## config.mk

```make
export PLATFORM = sky130hd
export DESIGN_NAME = inverse_smoothstep_age
export DESIGN_NICKNAME = d
export VERILOG_FILES = /design/src/rtl/isa_pkg.sv /design/src/rtl/isa_div.sv /design/src/rtl/inverse_smoothstep_age.sv
export SDC_FILE = /design/constraint.sdc
export NUM_CORES = 2
export LEC_CHECK = 0
export BUFFER_PORTS_ARGS = -buffer_cell sky130_fd_sc_hd__buf_2
export CORE_UTILIZATION = 55
export DETAILED_ROUTE_END_ITERATION = 7
export PLACE_DENSITY = 0.83
export SYNTH_ARGS = -nofsm -noshare
export SYNTH_HDL_FRONTEND = slang
export SYNTH_SLANG_ARGS = --single-unit
```

## constraint.sdc

```tcl
create_clock -name i_clk -period 8 [get_ports i_clk]
set_input_delay 0.4 -clock i_clk [delete_from_list [all_inputs] [get_ports i_clk]]
set_output_delay 0.4 -clock i_clk [all_outputs]
set_load 0.02 [all_outputs]
```

## src/rtl/isa_pkg.sv

```systemverilog
// Package for the inverse smoothstep age block.
// Holds the sequencer state type, register indexes, widths and the divider request struct.
// No dependencies.
`default_nettype none

package isa_pkg;

    localparam int NEWTON_STEPS_DEF = 8;

    localparam int SCALE_W = 32;
    localparam int AGE_W   = 17;
    localparam int IDX_W   = 1;

    localparam logic [IDX_W-1:0] REG_INITIAL_SCALE = 1'b0;
    localparam logic [IDX_W-1:0] REG_FINAL_SCALE   = 1'b1;

    localparam logic [AGE_W-1:0] ONE_Q16 = 17'd65536;

    // Divider: 33-bit divisor and remainder, 34-bit quotient register.
    localparam int DIV_RW = 33;
    localparam int DIV_QW = 34;
    localparam int DIV_CW = 6;

    localparam logic [DIV_CW-1:0] DIV_STEPS_TARGET = 6'd16;
    localparam logic [DIV_CW-1:0] DIV_STEPS_NEWTON = 6'd34;

    typedef struct packed {
        logic              start;
        logic [DIV_RW-1:0] rem;
        logic [DIV_QW-1:0] quo;
        logic [DIV_RW-1:0] den;
        logic [DIV_CW-1:0] steps;
    } t_div_req;

    typedef enum logic [3:0] {
        S_IDLE,
        S_PREP,
        S_DIV_T,
        S_SQ,
        S_CUBE,
        S_SLOPE,
        S_CHECK,
        S_DIV_N,
        S_DONE
    } t_state;

endpackage

`default_nettype wire

```

## src/rtl/isa_div.sv

```systemverilog
// Radix-2 restoring divider, one quotient bit per cycle.
// Uses the request struct from isa_pkg.
`default_nettype none

module isa_div (
    input  wire logic                    i_clk,
    input  wire logic                    i_rst_n,
    input  wire isa_pkg::t_div_req       i_req,
    output logic                         o_done,
    output logic [isa_pkg::DIV_QW-1:0]   o_quo
);
    import isa_pkg::*;

    logic              r_busy;
    logic [DIV_CW-1:0] r_cnt;
    logic [DIV_RW-1:0] r_rem;
    logic [DIV_QW-1:0] r_quo;
    logic [DIV_RW-1:0] r_den;

    logic [DIV_RW:0]   rem_sh;
    logic [DIV_RW+1:0] diff;

    assign rem_sh = {r_rem, r_quo[DIV_QW-1]};
    assign diff   = {1'b0, rem_sh} - {2'b00, r_den};
    assign o_done = r_busy && (r_cnt == '0);
    assign o_quo  = r_quo;

    always_ff @(posedge i_clk) begin
        if (!i_rst_n) begin
            r_busy <= 1'b0;
            r_cnt  <= '0;
        end else if (i_req.start) begin
            r_busy <= 1'b1;
            r_cnt  <= i_req.steps;
        end else if (r_busy) begin
            if (r_cnt == '0) begin
                r_busy <= 1'b0;
            end else begin
                r_cnt <= r_cnt - 1'b1;
            end
        end
    end

    always_ff @(posedge i_clk) begin
        if (i_req.start) begin
            r_rem <= i_req.rem;
            r_quo <= i_req.quo;
            r_den <= i_req.den;
        end else if (r_busy && (r_cnt != '0)) begin
            if (!diff[DIV_RW+1]) begin
                r_rem <= diff[DIV_RW-1:0];
                r_quo <= {r_quo[DIV_QW-2:0], 1'b1};
            end else begin
                r_rem <= rem_sh[DIV_RW-1:0];
                r_quo <= {r_quo[DIV_QW-2:0], 1'b0};
            end
        end
    end

endmodule

`default_nettype wire

```

## src/rtl/inverse_smoothstep_age.sv

```systemverilog
// A word runs through prep, the target divide if needed and up to NEWTON_STEPS Newton steps;
// a zero span goes straight from prep to done.
// Throughput: one word at a time, the next one accepted in the cycle after the result is loaded;
// each step runs the multiplies and the check, then the serial divider.
// Reset: synchronous, active low; clears the sequencer and output valid and loads
// initial_scale = 0 and final_scale = 1.0. Depends on isa_pkg and isa_div.
`default_nettype none

module inverse_smoothstep_age #(
    parameter int NEWTON_STEPS = isa_pkg::NEWTON_STEPS_DEF
) (
    input  wire logic                         i_clk,
    input  wire logic                         i_rst_n,
    input  wire logic                         i_cfg_we,
    input  wire logic [isa_pkg::IDX_W-1:0]    i_cfg_idx,
    input  wire logic [isa_pkg::SCALE_W-1:0]  i_cfg_data,
    input  wire logic                         i_valid,
    output logic                              o_ready,
    input  wire logic signed [isa_pkg::SCALE_W-1:0] i_scale,
    output logic                              o_valid,
    input  wire logic                         i_ready,
    output logic [isa_pkg::AGE_W-1:0]         o_age
);
    import isa_pkg::*;

    localparam int STEP_W = (NEWTON_STEPS > 1) ? $clog2(NEWTON_STEPS) : 1;

    t_state r_state, n_state;

    logic signed [SCALE_W-1:0] r_initial;
    logic signed [SCALE_W-1:0] r_final;
    logic signed [SCALE_W:0]   r_span;
    logic signed [SCALE_W:0]   r_off;
    logic [AGE_W-1:0]          r_t;
    logic [AGE_W-1:0]          r_a;
    logic signed [18:0]        r_f;
    logic [35:0]               r_prod;
    logic [STEP_W-1:0]         r_step;
    logic                      r_out_valid;
    logic [AGE_W-1:0]          r_age;

    logic [17:0]       mul_a, mul_b;
    logic              mul_en;
    t_div_req          div_req;
    logic              div_done;
    logic [DIV_QW-1:0] div_quo;

    logic              off_neg, span_neg;
    logic [SCALE_W:0]  off_abs, span_abs;
    logic              t_zero, t_one;
    logic [38:0]       df_full;
    logic [19:0]       df;
    logic              f_neg;
    logic [17:0]       f_abs;
    logic [35:0]       a_ext, q_ext, a_sum;
    logic [AGE_W-1:0]  a_next;
    logic              out_free;
    logic              last_step;

    assign off_neg  = r_off[SCALE_W];
    assign span_neg = r_span[SCALE_W];
    assign off_abs  = off_neg ? -r_off : r_off;
    assign span_abs = span_neg ? -r_span : r_span;
    assign t_zero   = (r_off == '0) || (off_neg != span_neg);
    assign t_one    = off_abs >= span_abs;

    assign df_full  = {1'b0, r_prod, 2'b00} + {2'b00, r_prod, 1'b0};
    assign df       = df_full[35:16];

    assign f_neg    = r_f[18];
    assign f_abs    = f_neg ? 18'(-r_f) : 18'(r_f);

    assign a_ext    = 36'(r_a);
    assign q_ext    = 36'(div_quo);
    assign a_sum    = f_neg ? (a_ext + q_ext) : (a_ext - q_ext);
    assign a_next   = a_sum[35] ? '0 :
                      (a_sum > 36'(ONE_Q16)) ? ONE_Q16 : a_sum[AGE_W-1:0];

    assign out_free  = !r_out_valid || i_ready;
    assign last_step = (r_step == STEP_W'(NEWTON_STEPS - 1));

    isa_div u_div (
        .i_clk   (i_clk),
        .i_rst_n (i_rst_n),
        .i_req   (div_req),
        .o_done  (div_done),
        .o_quo   (div_quo)
    );

    always_comb begin
        n_state = r_state;
        unique case (r_state)
            S_IDLE: begin
                if (i_valid) begin
                    n_state = S_PREP;
                end
            end
            S_PREP: begin
                if (r_span == '0) begin
                    n_state = S_DONE;
                end else if (t_zero || t_one) begin
                    n_state = S_SQ;
                end else begin
                    n_state = S_DIV_T;
                end
            end
            S_DIV_T: begin
                if (div_done) begin
                    n_state = S_SQ;
                end
            end
            S_SQ:    n_state = S_CUBE;
            S_CUBE:  n_state = S_SLOPE;
            S_SLOPE: n_state = S_CHECK;
            S_CHECK: begin
                n_state = (df == '0) ? S_DONE : S_DIV_N;
            end
            S_DIV_N: begin
                if (div_done) begin
                    n_state = last_step ? S_DONE : S_SQ;
                end
            end
            S_DONE: begin
                if (out_free) begin
                    n_state = S_IDLE;
                end
            end
            default: n_state = S_IDLE;
        endcase
    end

    always_comb begin
        o_ready = 1'b0;
        mul_en  = 1'b0;
        mul_a   = '0;
        mul_b   = '0;
        div_req = '0;
        unique case (r_state)
            S_IDLE: o_ready = 1'b1;
            S_PREP: begin
                div_req.start = (r_span != '0) && !t_zero && !t_one;
                div_req.rem   = off_abs;
                div_req.quo   = '0;
                div_req.den   = span_abs;
                div_req.steps = DIV_STEPS_TARGET;
            end
            S_SQ: begin
                mul_en = 1'b1;
                mul_a  = 18'(r_a);
                mul_b  = 18'(r_a);
            end
            S_CUBE: begin
                mul_en = 1'b1;
                mul_a  = 18'(r_prod[32:16]);
                mul_b  = 18'd196608 - {r_a, 1'b0};
            end
            S_SLOPE: begin
                mul_en = 1'b1;
                mul_a  = 18'(r_a);
                mul_b  = 18'(ONE_Q16) - 18'(r_a);
            end
            S_CHECK: begin
                div_req.start = (df != '0);
                div_req.rem   = '0;
                div_req.quo   = {f_abs[DIV_QW-17:0], 16'h0000};
                div_req.den   = DIV_RW'(df);
                div_req.steps = DIV_STEPS_NEWTON;
            end
            default: begin
            end
        endcase
    end

    always_ff @(posedge i_clk) begin
        if (!i_rst_n) begin
            r_state     <= S_IDLE;
            r_out_valid <= 1'b0;
            r_initial   <= '0;
            r_final     <= SCALE_W'(ONE_Q16);
        end else begin
            r_state <= n_state;
            if (r_state == S_DONE && out_free) begin
                r_out_valid <= 1'b1;
            end else if (i_ready) begin
                r_out_valid <= 1'b0;
            end
            if (i_cfg_we) begin
                unique case (i_cfg_idx)
                    REG_INITIAL_SCALE: r_initial <= i_cfg_data;
                    REG_FINAL_SCALE:   r_final   <= i_cfg_data;
                    default: begin
                    end
                endcase
            end
        end
    end

    always_ff @(posedge i_clk) begin
        if (mul_en) begin
            r_prod <= mul_a * mul_b;
        end
        unique case (r_state)
            S_IDLE: begin
                r_span <= {r_final[SCALE_W-1], r_final} - {r_initial[SCALE_W-1], r_initial};
                r_off  <= {i_scale[SCALE_W-1], i_scale} - {r_initial[SCALE_W-1], r_initial};
            end
            S_PREP: begin
                r_step <= '0;
                if (r_span == '0) begin
                    r_a <= '0;
                end else if (t_zero) begin
                    r_t <= '0;
                    r_a <= '0;
                end else if (t_one) begin
                    r_t <= ONE_Q16;
                    r_a <= ONE_Q16;
                end
            end
            S_DIV_T: begin
                if (div_done) begin
                    r_t <= {1'b0, div_quo[15:0]};
                    r_a <= {1'b0, div_quo[15:0]};
                end
            end
            S_SLOPE: begin
                r_f <= $signed({1'b0, r_prod[33:16]}) - $signed({2'b00, r_t});
            end
            S_DIV_N: begin
                if (div_done) begin
                    r_a    <= a_next;
                    r_step <= r_step + 1'b1;
                end
            end
            S_DONE: begin
                if (out_free) begin
                    r_age <= r_a;
                end
            end
            default: begin
            end
        endcase
    end

    assign o_valid = r_out_valid;
    assign o_age   = r_age;

endmodule

`default_nettype wire
```

# After elaboration in Yosys (flattened, before gate mapping)
# Cells that the tools add are included.
op_classes:
  addsub: 14
  mul: 1
  n_div: 0
  order_cmp: 2
  n_eq_ne: 18
  shift: 0
  mux: 44
  bitwise_logic: 1
  reduce_logical: 35
ops:
  columns: ["operator", "count"]
  rows:
  - ["one-hot mux 107 bit (2 select lines)", 1]
  - ["two-way mux 33 bit", 5]
  - ["two-way mux 17 bit", 8]
  - ["two-way mux 34 bit", 2]
  - ["one-hot mux 17 bit (2 select lines)", 2]
  - ["logical NOT 33 bit", 2]
  - ["negation 33 bit", 2]
  - ["subtractor 32 x 32 -> 33 bit", 2]
  - ["one-hot mux 18 bit (3 select lines)", 1]
  - ["one-hot mux 17 bit (3 select lines)", 1]
  - ["adder 36 bit", 1]
  - ["greater-than comparator 36 x 17 -> 1 bit (second input constant)", 1]
  - ["two-way mux 36 bit", 1]
  - ["one-hot mux 4 bit (9 select lines)", 1]
  - ["adder 17 x 34 -> 35 bit", 1]
  - ["multiplier 17 x 18 -> 35 bit", 1]
  - ["subtractor 17 x 34 -> 35 bit", 1]
  - ["subtractor 34 x 33 -> 35 bit", 1]
  - ["greater-or-equal comparator 33 bit", 1]
  - ["nonzero test 33 bit", 1]
  - ["two-way mux 4 bit", 7]
  - ["logical NOT 20 bit", 1]
  - ["nonzero test 20 bit", 1]
  - ["subtractor 18 x 17 -> 19 bit", 1]
  - ["other kinds (32)", 69]
totals:
  reg_bits: 350
  latch_bits: 0
  mem_bits_rw: 0
  romBits: 0
  out_inout_bits: 19
  elab_cells: 132
  memories: 0

# Depth between registers and ports, before layout
logic_depth:
  ltp_word: 8
  depth_mapped: 35
  ltp_nobuf: 34

# Modules after synthesis
# Synthesis repeated with hierarchy kept, for this count alone.
unflattened:
  hier_cells: 4166
  hier_area_um2: 36869.1
modules_own_cells:
  columns: ["mod", "n_inst", "cells_each", "area_per_inst_um2", "seq_area_each_um2"]
  rows:
  - ["inverse_smoothstep_age", 1, 3555, 30209.0, 6606.3]
  - ["isa_div", 1, 611, 6660.1, 3143.0]

# Worst setup path before layout
# No wires, ideal clock.
synth_timing:
  path_type: "register to register"
  from: "register r_state[2]"
  to: "register r_state[1]"
  setup_ns: 0.461
  arrival_time_ns: 8.420
  slack_ns: -0.882
  stages_incl_launch_ff: 5
  n_path_buf: 2
  period_less_slack_ns: 8.882
  path_cell_list: "dfxtp_1 > clkbuf_1 > clkbuf_1 > nor4_1 > a2111oi_0"
synth_between:
  elab_chain_cells: 3
  elab_cells_between_ends: 15
  classes_between: "eq/ne (12); mux (1); reduce/logical (2)"
synth_lines:
  columns: ["item", "line_no", "source"]
  rows:
  - ["start, declared", "inverse_smoothstep_age.sv:28", "t_state r_state, n_state;"]
  - ["start signal, assigned", "inverse_smoothstep_age.sv:181", "r_state <= n_state;"]
  - ["equality test 4 bit (tied with other cells)", "inverse_smoothstep_age.sv:92", "unique case (r_state)"]
  - ["inequality test 2 bit (no line)", null, null]
  - ["AND reduction 4 bit (no line)", null, null]
# Parallel ways exist; a longest one is shown, timed or not.
# A chain may end at the register's enable or synchronous reset.

# Worst setup path in the final report
layout_timing:
  from: "register r_a[2]"
  to: "register r_prod[34] (data pin)"
layout_between:
  elab_chain_cells: 3
  elab_cells_between_ends: 5
  classes_between: "add/sub (2); mul (1); mux (2)"
layout_lines:
  columns: ["item", "line_no", "source"]
  rows:
  - ["start, declared", "inverse_smoothstep_age.sv:35", "logic [AGE_W-1:0] r_a;"]
  - ["start signal, assigned", "inverse_smoothstep_age.sv:222", "r_a <= {1'b0, div_quo[15:0]};"]
  - ["start signal, assigned", "inverse_smoothstep_age.sv:230", "r_a <= a_next;"]
  - ["subtractor 18 bit / subtractor 17 x 17 -> 18 bit (equally long branches)", "inverse_smoothstep_age.sv:155, inverse_smoothstep_age.sv:160", null]
  - ["one-hot mux 18 bit (3 select lines)", "inverse_smoothstep_age.sv:138", "unique case (r_state)"]
  - ["multiplier 17 x 18 -> 35 bit *", "inverse_smoothstep_age.sv:200", "r_prod <= mul_a * mul_b;"]
  - ["end signal, assigned", "inverse_smoothstep_age.sv:200", null]
  - ["end, declared", "inverse_smoothstep_age.sv:37", "logic [35:0] r_prod;"]
# Mark *: on every way between the ends. The rest lies on a longest branch, timed or not.

==> results by group <==
Run status
  • Status: finished, violations left
  • Failing checks: negative setup slack

Route
  • Drt wl/cell: 20.12 um
  • WL final: 103.2 mm
  • Routed Antenna Nets: 0
  • Via count: 31048
  • Residual DRC: 0
  • Drt first pass iters: 8
  • DR iter-0 viols: between 3000 and 4000
  • Vias per std cell: 6.052

Pwr
  • Max rail drop VDD: 0.1930 mV
  • PwrDens: 248.3 mW/mm2
  • Static Leak: 0.01739 uW

Clock network
  • CTS Buf Count: 39
  • Clk root buf: clkbuf_16
  • CTS H-tree lvls: 2
  • Post-CTS Hold Buffers: 0
  • Clock transition at the registers of the reported paths: 60 ps
  • Clock buffer depth: 3
  • CTS Sinks: 350
  • CTS tree: yes
  • Skew-Pair Late Insertion Delay: 590 ps

Synth
  • Post-synth EDFFs: 274
  • YS warnings: 0
  • Post-synth cell types: slightly above 90
  • Asr flop ratio synth: 0%
  • Cell Area, Synth: around 0.036 mm2
  • Syn_area_per_cell: 8.750 um2
  • Syn Inst Count: slightly above 4000
  • Synth cell count leaders: 521 x nand2_1, 510 x inv_1, 362 x nor2_1
  • Count leader, synth: nand2_1
  • Area contributors post-synth: edfxtp_1 23%, fa_1 14%, ha_1 12%, nand2_1 5.5%, inv_1 5.4%
  • Register area share after synthesis: 27.28%
  • Top FF cell, synth: edfxtp_1
  • Seq cells post-synth: 350
  • Net Count, Synth: 4729
  • Synth top area share: between 20% and 30%
  • Area leader, netlist: edfxtp_1

Worst setup path
  • Critical path fanouts, max: 5
  • Endpoint type of the worst setup path: register
  • CP arrival: 8480 ps
  • CP Data Required Time: around 8300 ps
  • Critical path class: reg -> reg
  • R2r setup slk: -160 ps
  • Delay of the slowest cell on the worst path: 550 ps
  • Critical path's slowest cell: fa_2
  • Startpoint Class: register

Finish
  • Area Growth Syn to Fin: 11.89%
  • Fillers: 5214
  • Antenna cells: 0
  • Area of the multi-input gates: 0.02394 mm2
  • Register area: 0.009749 mm2
  • Core Util, Final: ~62%
  • Fraction of layout cells with a size suffix above 1: 11.13%
  • Nets: 4889

STA
  • Slew headroom: 14.66%
  • Min cycle time layout: 8157 ps
  • Final setup fails: 5
  • RSZ-0062 raised after global routing: true
  • Least-Margin Pin Slew: 1280 ps
  • Clock Skews: 44.12 ps
  • Max Fclk: 122.6 MHz
  • Setup ws final: -156.9 ps
  • Final Hold Fails: 0
  • Slew Limit Fails: 0
  • Final setup TNS: -354.0 ps
  • Part of the cycle the worst path needs: 102.0%

Global routing
  • Initial antenna violation count: 1
  • Pin count of the biggest net entering global routing: 74
  • First-pass GRT wire length: 162.4 mm
  • Congestion Overflow GR: 0
  • Vias in the first global route: 30064
  • GR Util All Layers: 31.05%

Placed design
  • Post-DP HPWL: between 80 and 90 mm
  • Setup WS pre-CTS: -301.9 ps
  • RePlAce Congestion: a little over 1
  • Port Buffers: 88

Floorplan
  • Chip height: 256.9 um
  • Initial Utilization: 55.53%
  • Full die area: 0.06600 mm2
  • I/O pins: 89
  • Row cnt: 93
  • Die W: approximately 260 um
  • Core ar.: 0.06435 mm2

Worst hold path
  • Hold Path Class: in -> reg

Job
  • Max_cap viols: 0
==> repair_timing <==
item / 4_1_cts / 5_1_grt
setup endpoints to repair: 7 / 14
gates resized for setup: 19 / 45
buffers inserted: 7 / 16
pin swaps: 15 / 31
==> per-layer routing <==
layer	wire (um)	up-vias	GRT usage, %
met3	10690	281	6.797
met5	17	-	0
met4	4828	2	13.21
li1	-	14402	-
met2	46270	1571	48.90
met1	41410	14792	41.27
==> metrics by stage <==
stage | hold slack (ps) | cells | power [uW] | area, um2
2_1_floorplan | 436.3 | 4084 | 6403 | 35940
3_3_place_gp | 442.2 | 5038 | 7628 | 38110
3_5_place_dp | 446.3 | 5038 | 7737 | 38110
4_1_cts | 35.46 | 5117 | 9807 | 39700
5_1_grt | 56.85 | 5130 | 10520 | 39990
6_report | 52.08 | 5130 | 9927 | 39990
==> cell families after synthesis <==
family	Yosys count	synth area share (%)
AOI/OAI and AO/OA	929	17.16
muxes	28	0.7913
DFF	350	27.28
and+or+nand+nor	1284	16.28
buffers and inverters	668	7.087
xor gates and xnor gates	250	6.127
adders and majority gates	575	25.28
==> power by group <==
group,internal (uW),total [uW],switching [uW]
logic,1900,4890,2980
clock network,1240,2030,792
registers,2620,3010,387
==> layout make-up <==
cell class                      instances  share of cell area (%)
Tap cell                              855                   2.675
Sequential cell                       350                   24.38
Timing Repair Buffer                  273                   4.594
Inverter                              514                   4.825
Multi-Input combinational cell       3066                   59.88
Clock buffer                           49                   2.716
Clock inverter                         23                  0.9262
==> final timing paths <==
check,start,to,cells after the start
worst max-delay path,r_a[2],r_prod[34],31
worst min-delay path,i_cfg_data[14],r_initial[14],3
worst max register to register,r_a[2],r_prod[34],31
worst min register to register,r_initial[5],r_initial[5],2
==> layout by cell type (no fill, tap or decap), types with 51 or more instances in the layout <==
master | Yosys | final
o21ai_0 | 167 | 159
fa_1 | 245 | 240
xnor2_1 | 171 | 171
edfxtp_1 | 274 | 274
dfxtp_1 | 76 | 76
a21o_1 | 77 | 76
o31ai_1 | 51 | 51
inv_1 | 510 | 504
nor2_1 | 362 | 355
buf_4 | 0 | 183
nor3_1 | 67 | 63
nand2_1 | 521 | 511
xor2_1 | 79 | 79
a21oi_1 | 257 | 254
buf_2 | 8 | 88
ha_1 | 330 | 322
==> state kept, by name (all words and copies together), names as in the netlist, 3 cells and up <==
register,cells
r_t,17
r_off,33
r_a,17
r_f,19
u_div.r_rem,33
r_prod,35
r_span,33
r_final,32
u_div.r_cnt,6
u_div.r_den,33
r_state,4
o_age,17
u_div.o_quo,34
r_step,3
r_initial,32
==> worst max-delay path, delay by kind of cell, from the launching register on <==
family          cells  cell delay (ps)
compound gates     10             2140
xor+xnor            1               70
fa+ha+maj           7             3090
buf+inv             3              140
flops               1              480
simple gates       10             2000
Note: power is estimated with default switching activity, not from simulation.
